[config.mk]
export PLATFORM = sky130hd
export DESIGN_NAME = riff_vp8_chunk_extractor
export DESIGN_NICKNAME = d
export VERILOG_FILES = /design/src/rvce_pkg.sv /design/src/rvce_parser.sv /design/src/rvce_out_reg.sv /design/src/riff_vp8_chunk_extractor.sv
export SDC_FILE = /design/constraint.sdc
export NUM_CORES = 1
export LEC_CHECK = 0
export BUFFER_PORTS_ARGS = -buffer_cell sky130_fd_sc_hd__buf_2
export CORE_ASPECT_RATIO = 0.7
export CORE_MARGIN = 1
export CORE_UTILIZATION = 54
export DETAILED_ROUTE_END_ITERATION = 6
export HOLD_SLACK_MARGIN = 0.12
export PLACE_DENSITY = 0.78
export REMOVE_ABC_BUFFERS = 1
export SYNTH_ARGS = -nofsm -noshare
export SYNTH_HDL_FRONTEND = slang
export SYNTH_SLANG_ARGS = --single-unit
[constraint.sdc]
create_clock -name clk -period 6.89 [get_ports clk]
set_input_delay 2.067 -clock clk [delete_from_list [all_inputs] [get_ports clk]]
set_output_delay 2.067 -clock clk [all_outputs]
set_load 0.01 [all_outputs]
[src/rvce_pkg.sv]
// Shared types and constants for the RIFF VP8 chunk extractor.
`default_nettype none

package rvce_pkg;

    // Width of the file length register and the byte position counter.
    localparam int LENGTH_BITS = 32;
    // Width of the sum used in the chunk overrun check.
    localparam int SUM_W = 34;

    localparam logic [31:0] SIG_RIFF = 32'h5249_4646;
    localparam logic [31:0] SIG_WEBP = 32'h5745_4250;
    localparam logic [31:0] SIG_VP8  = 32'h5650_3820;

    localparam int FILE_HEADER_BYTES  = 12;
    localparam int CHUNK_HEADER_BYTES = 8;

    // Packed width of the result bus: payload byte, length and error code.
    localparam int TDATA_W = 48;

    localparam logic [1:0] KIND_PAYLOAD = 2'd0;
    localparam logic [1:0] KIND_EMPTY   = 2'd1;
    localparam logic [1:0] KIND_ERROR   = 2'd2;

    localparam logic [1:0] ERR_SIGNATURE = 2'd0;
    localparam logic [1:0] ERR_OVERRUN   = 2'd1;
    localparam logic [1:0] ERR_PAD       = 2'd2;
    localparam logic [1:0] ERR_NOT_FOUND = 2'd3;

    typedef enum logic [5:0] {
        PH_HEADER    = 6'b000001,
        PH_CHUNK_HDR = 6'b000010,
        PH_SKIP      = 6'b000100,
        PH_PAD       = 6'b001000,
        PH_PAYLOAD   = 6'b010000,
        PH_DONE      = 6'b100000
    } phase_t;

    typedef struct packed {
        logic [1:0]  kind;
        logic [7:0]  payload_byte;
        logic [31:0] payload_length;
        logic [1:0]  error_code;
        logic        last;
    } result_t;

endpackage

`default_nettype wire

[src/rvce_parser.sv]
// Parser state and the per-byte next-state and result logic.
`default_nettype none

module rvce_parser
    import rvce_pkg::*;
(
    input  wire logic        clk,
    input  wire logic        rst_n,
    input  wire logic        cfg_write,
    input  wire logic [31:0] cfg_value,
    input  wire logic        byte_fire,
    input  wire logic [7:0]  data_byte,
    output logic             res_valid,
    output result_t          res
);

    logic [LENGTH_BITS-1:0] file_length_reg;
    phase_t                 phase_reg, phase_next;
    logic [LENGTH_BITS-1:0] pos_reg, pos_next;
    logic [63:0]            shift_reg, shift_next;
    logic [31:0]            rem_reg, rem_next;
    logic                   sig_reg, sig_next;
    logic [31:0]            found_reg, found_next;

    logic                   at_end;
    logic [63:0]            shift_in;
    logic [31:0]            rem_dec;
    logic [31:0]            clen;
    logic                   overrun;
    logic                   pay_last;

    assign at_end   = ({1'b0, pos_reg} + {{LENGTH_BITS{1'b0}}, 1'b1}) >= {1'b0, file_length_reg};
    assign shift_in = {shift_reg[55:0], data_byte};
    assign rem_dec  = (rem_reg != 32'd0) ? rem_reg - 32'd1 : 32'd0;
    // The chunk length field is little-endian.
    assign clen     = {shift_in[7:0], shift_in[15:8], shift_in[23:16], shift_in[31:24]};
    assign overrun  = (SUM_W'(pos_reg) + SUM_W'(clen) + SUM_W'(1)) > SUM_W'(file_length_reg);
    assign pay_last = (rem_dec == 32'd0) || at_end;

    always_comb
    begin
        phase_next = phase_reg;
        pos_next   = pos_reg;
        shift_next = shift_reg;
        rem_next   = rem_reg;
        sig_next   = sig_reg;
        found_next = found_reg;
        res_valid  = 1'b0;
        res        = '0;

        case (phase_reg)
            PH_HEADER:
            begin
                if (file_length_reg < LENGTH_BITS'(FILE_HEADER_BYTES))
                begin
                    res_valid  = 1'b1;
                    res.kind   = KIND_ERROR;
                    res.error_code = ERR_SIGNATURE;
                    res.last   = 1'b1;
                    phase_next = PH_DONE;
                end
                else
                begin
                    shift_next = shift_in;
                    if (pos_reg == LENGTH_BITS'(3) && shift_in[31:0] != SIG_RIFF)
                    begin
                        sig_next = 1'b0;
                    end
                    if (pos_reg == LENGTH_BITS'(11))
                    begin
                        if (!sig_reg || shift_in[31:0] != SIG_WEBP)
                        begin
                            sig_next   = 1'b0;
                            res_valid  = 1'b1;
                            res.kind   = KIND_ERROR;
                            res.error_code = ERR_SIGNATURE;
                            res.last   = 1'b1;
                            phase_next = PH_DONE;
                        end
                        else
                        begin
                            phase_next = PH_CHUNK_HDR;
                            rem_next   = 32'(CHUNK_HEADER_BYTES);
                            shift_next = '0;
                        end
                    end
                end
            end
            PH_CHUNK_HDR:
            begin
                shift_next = shift_in;
                rem_next   = rem_dec;
                if (rem_dec == 32'd0)
                begin
                    found_next = clen;
                    if (overrun)
                    begin
                        res_valid  = 1'b1;
                        res.kind   = KIND_ERROR;
                        res.error_code = ERR_OVERRUN;
                        res.last   = 1'b1;
                        phase_next = PH_DONE;
                    end
                    else if (shift_in[63:32] == SIG_VP8)
                    begin
                        if (clen == 32'd0)
                        begin
                            res_valid  = 1'b1;
                            res.kind   = KIND_EMPTY;
                            res.last   = 1'b1;
                            phase_next = PH_DONE;
                        end
                        else
                        begin
                            phase_next = PH_PAYLOAD;
                            rem_next   = clen;
                        end
                    end
                    else if (clen == 32'd0)
                    begin
                        phase_next = PH_CHUNK_HDR;
                        rem_next   = 32'(CHUNK_HEADER_BYTES);
                        shift_next = '0;
                    end
                    else
                    begin
                        phase_next = PH_SKIP;
                        rem_next   = clen;
                    end
                end
            end
            PH_SKIP:
            begin
                rem_next = rem_dec;
                if (rem_dec == 32'd0)
                begin
                    if (found_reg[0])
                    begin
                        phase_next = PH_PAD;
                    end
                    else
                    begin
                        phase_next = PH_CHUNK_HDR;
                        rem_next   = 32'(CHUNK_HEADER_BYTES);
                        shift_next = '0;
                    end
                end
            end
            PH_PAD:
            begin
                phase_next = PH_CHUNK_HDR;
                rem_next   = 32'(CHUNK_HEADER_BYTES);
                shift_next = '0;
            end
            PH_PAYLOAD:
            begin
                rem_next           = rem_dec;
                res_valid          = 1'b1;
                res.kind           = KIND_PAYLOAD;
                res.payload_byte   = data_byte;
                res.payload_length = found_reg;
                res.last           = pay_last;
                if (pay_last)
                begin
                    phase_next = PH_DONE;
                end
            end
            default:
            begin
                phase_next = PH_DONE;
            end
        endcase

        if (at_end)
        begin
            // The file ends here; report why if nothing has ended it yet.
            if (!res_valid && phase_next != PH_DONE)
            begin
                res_valid = 1'b1;
                res.kind  = KIND_ERROR;
                res.last  = 1'b1;
                case (phase_next)
                    PH_HEADER: res.error_code = ERR_SIGNATURE;
                    PH_SKIP:   res.error_code = ERR_OVERRUN;
                    PH_PAD:    res.error_code = ERR_PAD;
                    default:   res.error_code = ERR_NOT_FOUND;
                endcase
            end
            phase_next = PH_HEADER;
            pos_next   = '0;
            shift_next = '0;
            rem_next   = '0;
            sig_next   = 1'b1;
            found_next = '0;
        end
        else
        begin
            pos_next = pos_reg + LENGTH_BITS'(1);
        end
    end

    always_ff @(posedge clk or negedge rst_n)
    begin
        if (!rst_n)
        begin
            file_length_reg <= LENGTH_BITS'(FILE_HEADER_BYTES);
        end
        else if (cfg_write)
        begin
            file_length_reg <= cfg_value[LENGTH_BITS-1:0];
        end
    end

    always_ff @(posedge clk or negedge rst_n)
    begin
        if (!rst_n)
        begin
            phase_reg <= PH_HEADER;
            pos_reg   <= '0;
            shift_reg <= '0;
            rem_reg   <= '0;
            sig_reg   <= 1'b1;
            found_reg <= '0;
        end
        else if (byte_fire)
        begin
            phase_reg <= phase_next;
            pos_reg   <= pos_next;
            shift_reg <= shift_next;
            rem_reg   <= rem_next;
            sig_reg   <= sig_next;
            found_reg <= found_next;
        end
    end

endmodule

`default_nettype wire

[src/rvce_out_reg.sv]
// Result register that holds one result until the downstream side takes it.
`default_nettype none

module rvce_out_reg
    import rvce_pkg::*;
(
    input  wire logic    clk,
    input  wire logic    rst_n,
    input  wire logic    load,
    input  wire result_t load_data,
    input  wire logic    out_ready,
    output logic         out_valid,
    output result_t      out_data,
    output logic         slot_free
);

    logic    valid_reg;
    result_t data_reg;

    // A new result may enter when the register is empty or drains this cycle.
    assign slot_free = !valid_reg || out_ready;
    assign out_valid = valid_reg;
    assign out_data  = data_reg;

    always_ff @(posedge clk or negedge rst_n)
    begin
        if (!rst_n)
        begin
            valid_reg <= 1'b0;
        end
        else if (load)
        begin
            valid_reg <= 1'b1;
        end
        else if (out_ready)
        begin
            valid_reg <= 1'b0;
        end
    end

    always_ff @(posedge clk)
    begin
        if (load)
        begin
            data_reg <= load_data;
        end
    end

endmodule

`default_nettype wire

[src/riff_vp8_chunk_extractor.sv]
// Top level of the RIFF container VP8 chunk extractor.
//
//  channel   direction  signals                              transfer
//  s_axis    in         tvalid tready tdata[7:0]             one container byte
//  m_axis    out        tvalid tready tdata[47:0] tuser tlast  one result
//  cfg       in         cfg_valid cfg_ready cfg_data[31:0]   file length write
//
// Each input byte is parsed in the cycle it transfers, and its result, if any,
// sits in the output register from the next cycle on.
// One byte per cycle is sustained while the output register drains each cycle.
// s_axis_tready drops only while a result waits in the output register.
// Reset clears the parser to the start of a file and sets the file length to 12.
`default_nettype none

module riff_vp8_chunk_extractor
    import rvce_pkg::*;
(
    input  wire logic               clk,
    input  wire logic               rst_n,
    input  wire logic               s_axis_tvalid,
    output logic                    s_axis_tready,
    input  wire logic [7:0]         s_axis_tdata,   // [7:0] data_byte
    output logic                    m_axis_tvalid,
    input  wire logic               m_axis_tready,
    // [7:0] payload_byte, [39:8] payload_length, [41:40] error_code, rest zero
    output logic [TDATA_W-1:0]      m_axis_tdata,
    output logic [1:0]              m_axis_tuser,   // [1:0] result_kind
    output logic                    m_axis_tlast,   // last_result
    input  wire logic               cfg_valid,
    output logic                    cfg_ready,
    input  wire logic [31:0]        cfg_data        // file_length
);

    logic    byte_fire;
    logic    res_valid;
    result_t res;
    result_t out_res;
    logic    slot_free;

    assign cfg_ready     = 1'b1;
    assign s_axis_tready = slot_free;
    assign byte_fire     = s_axis_tvalid && slot_free;

    rvce_parser u_parser (
        .clk       (clk),
        .rst_n     (rst_n),
        .cfg_write (cfg_valid),
        .cfg_value (cfg_data),
        .byte_fire (byte_fire),
        .data_byte (s_axis_tdata),
        .res_valid (res_valid),
        .res       (res)
    );

    rvce_out_reg u_out_reg (
        .clk       (clk),
        .rst_n     (rst_n),
        .load      (byte_fire && res_valid),
        .load_data (res),
        .out_ready (m_axis_tready),
        .out_valid (m_axis_tvalid),
        .out_data  (out_res),
        .slot_free (slot_free)
    );

    assign m_axis_tdata = {6'd0, out_res.error_code, out_res.payload_length,
                           out_res.payload_byte};
    assign m_axis_tuser = out_res.kind;
    assign m_axis_tlast = out_res.last;

endmodule

`default_nettype wire

==> results.toml <==
[outcome]
outcome = "completed"

[finish]
largest_register_ff_count = 56
finalNetCount = 1952
final_cell_area_um2 = 17600
synthToLayoutAreaGrowth_pct = 12.4
post_route_cells_drive_above_1_share_pct = 13.6
antenna_cells = 0
num-fill-cells = 2312
final-instance-count-excl-fill = 2197

[timing]
final_period_minus_worst_setup_slack_ns = 6.58
setup_total_negative_slack_ns = 0
finalHoldViolCount = 0
timing.max_slew.rel_slack_pct = 25.3
min_setup_slack_post_route_ns = 0.307
timing_worst_slew_pin_value_ns = 1.12
hold-worst-slack_ns = 0.493
drv_slew = 0
final_worst_path_cycle_share_pct = 95.5
finalClockSkew_ns = 0.0200
achievable-frequency_mhz = 152
timing.final.setup_violations = 0

[floorplan]
die_area_um2 = 29700
coreArea_um2 = 28100
ioPinCount = 99
floorplan.rows = 51
die_height_um = 144
floorplan.initialDensity_pct = 55.6
die_w_um = 206

[yosys]
post_synth_cell_types = 96
synth.yosys.warnings = 0
synth_top_flop_cell = "dfrtp_1"
post_synth_instance_area_um2 = 15700
post-synth-top-area-cell = "dfrtp_1"
synth-xor-area-share_pct = 5.20
top_area_cells_in_the_synthesized_netlist = "dfrtp_1 30%, edfxtp_1 8.6%, ha_1 7.9%"
synth_seq_cells = 237
syn_inst = 1715
asyncSetResetFlopFracSynth_pct = 81.0
synth-simple-area-share_pct = 21.0
avgSynthCellArea_um2 = 9.13
yosys-mux-area-fraction_pct = 0.599
yosys.cell_count.top_type = "nand2_1"
ys_seq_area_share_pct = 39.3
synth_top_family_by_area = "compound AO/OA/AOI/OAI gates"
post_synth_fa_ha_maj_area_fraction_pct = 8.04
synth_largest_type_area_fraction_pct = 30.0
yosys-top-cells-count = "194 x nand2_1, 188 x dfrtp_1, 115 x o21ai_0"
post_synthesis_compound_gate_area_fraction_pct = 21.4
post_synth_edffs = 45

[power_and_ir_drop]
power.leakage_nw = 7.96
ir_worst_vdd_v = 0.000197
power-per-cell-area_nw_per_um2 = 334

[route]
wl_um = 47900
num_vias = 14000
routedWlPerCell_um = 21.8
detailedRoute.firstPassIterationCount = 6
drc_errors = 0
drt.antenna.violating_nets = 0
avgViaCountPerCell = 6.39
initialDrtViolationCount = 1471

[worst_setup_path]
critical_path_peak_fanout = 45
cp_data_arrival_time_ns = 6.86
endpoint_kind = "flop"
criticalPathCategory = "flop to flop"
critical_path_required_ns = 7.17
worst_setup_path_start_kind = "flop"

[global_route]
pin_count_of_the_biggest_net_entering_global_routing = 100
grt_pass1_vias = 12500
grt_pass1_wl_um = 73000
grt_util_all_layers_pct = 32.3
grt_antenna_before_repair = 0
globalRoute.totalOverflow = 0

[job]
max_cap_violations = 0

[placement]
dpl_ws_ns = -0.0102
place.port_buffers = 91
globalplace.congestion = 0.996
post-dp-hpwl_um = 35400
dpl-instance-area_um2 = 16700
place_inst = 2146

[cts]
cts.sink_count = 237
clock_buffers_created_by_tritoncts = 25
clk_transition_reported_paths_ns = 0.07
clock_insertion_delay_worst_skew_ns = 0.57
cts-root-buf = "clkbuf_16"
cts_tree = "built"
clock_tree.buffer_depth = 3
cts_htree_levels = 1

[min_path]
min_path_type = "flop to flop"
==> logic make-up after synthesis <==
kind of cell	after synthesis
XOR/XNOR	93
multiplexers	8
AND/OR/NAND/NOR	630
other	2
adder cells (fa/ha/maj)	100
flip-flops	237
AO/OA/AOI/OAI	486
buffers and inverters	159
==> placed cells by master (no fill, tap or decap), types with 24 or more instances in the layout <==
master and n:
nand3_1 42, buf_4 51, o21ai_1 25, nor2_1 100, nand2_1 194, a21o_1 29, and2_1 52, nand4_1 47
xnor2_1 64, inv_1 71, nor3_1 33, buf_2 90, a21oi_1 83, nor4_1 40, ha_1 99, dfrtp_1 188
clkbuf_16 25, edfxtp_1 45, xor2_1 29, a22oi_1 24, a22o_1 89, o21ai_0 115
==> worst max-delay path, stage by stage, from the launching register on <==
cell and delay, ns:
dfrtp_1 0.44, ha_1 0.26, inv_1 0.07, fa_1 0.39, nand2b_1 0.23, a21oi_4 0.29, nor3_1 0.11, nor4_2 0.32
nand4_1 0.25, nand2b_1 0.23, nor2_1 0.13, nand2_1 0.12, nor2_1 0.21, xor2_1 0.22, ha_1 0.28, nand4_1 0.16
nor2_1 0.07, a211o_1 0.26, a2111oi_0 0.41, o32ai_1 0.23, o211ai_1 0.23, nand2b_1 0.08, a31oi_1 0.24, mux2i_4 0.16
or2_2 0.35, a21oi_2 0.21, a21oi_4 0.09, buf_12 0.20
==> layout make-up <==
class / instances / area (um2) / area share (%)
sequential: 237 / 6160 / 35.0
timing repair buffer: 147 / 947 / 5.38
tap: 371 / 464 / 2.64
clock buffer: 28 / 657 / 3.73
multi-input combinational: 1324 / 8890 / 50.5
clock inverter: 18 / 215 / 1.22
inverter: 72 / 270 / 1.54
==> per-layer routing <==
layer  wire length, um  vias up  track usage, %  part of all wire (%)
met5                 0        -               0                     0
met3              5950       81            11.3                    12
met4              1010        0            7.56                   2.1
met2             18400      677            42.3                    38
li1                  -     6510               -                     -
met1             22500     6769            49.7                    47
==> metrics by stage <==
| step | util, % | power (mW) |
|---|---|---|
| after global placement | 59.3 | 4.30 |
| after floorplan | - | 3.51 |
| after detailed placement | 59.3 | 4.36 |
| after global routing | 62.6 | 6.19 |
| after CTS | 62.4 | 5.82 |
| final | 62.6 | 5.88 |
==> worst paths after layout <==
check,from,to,slack [ns],depth (start not counted)
worst max-delay path,u_parser.pos_reg[0],u_out_reg.out_data[7],0.31,27
worst min-delay path,u_parser.shift_reg[49],u_parser.shift_reg[49],0.49,1
worst max register to register,u_parser.pos_reg[0],u_out_reg.out_data[7],0.31,27
worst min register to register,u_parser.shift_reg[49],u_parser.shift_reg[49],0.49,1
max in group asynchronous,rst_n,u_parser.pos_reg[25],4.24,2
min in group asynchronous,rst_n,u_parser.found_reg[28],1.61,1
==> where the power goes <==
group          leakage (nW)  internal, mW  switching, mW
combinational          4.54         0.942           1.60
sequential             3.00          1.62          0.280
clock                 0.420         0.816          0.625
==> timing repair <==
item                       CTS  global route
resized for setup            0             2
buffers inserted             0             5
setup endpoints to repair    0           134
hold buffers                 0             0
Note: power is estimated with default switching activity, not from simulation.
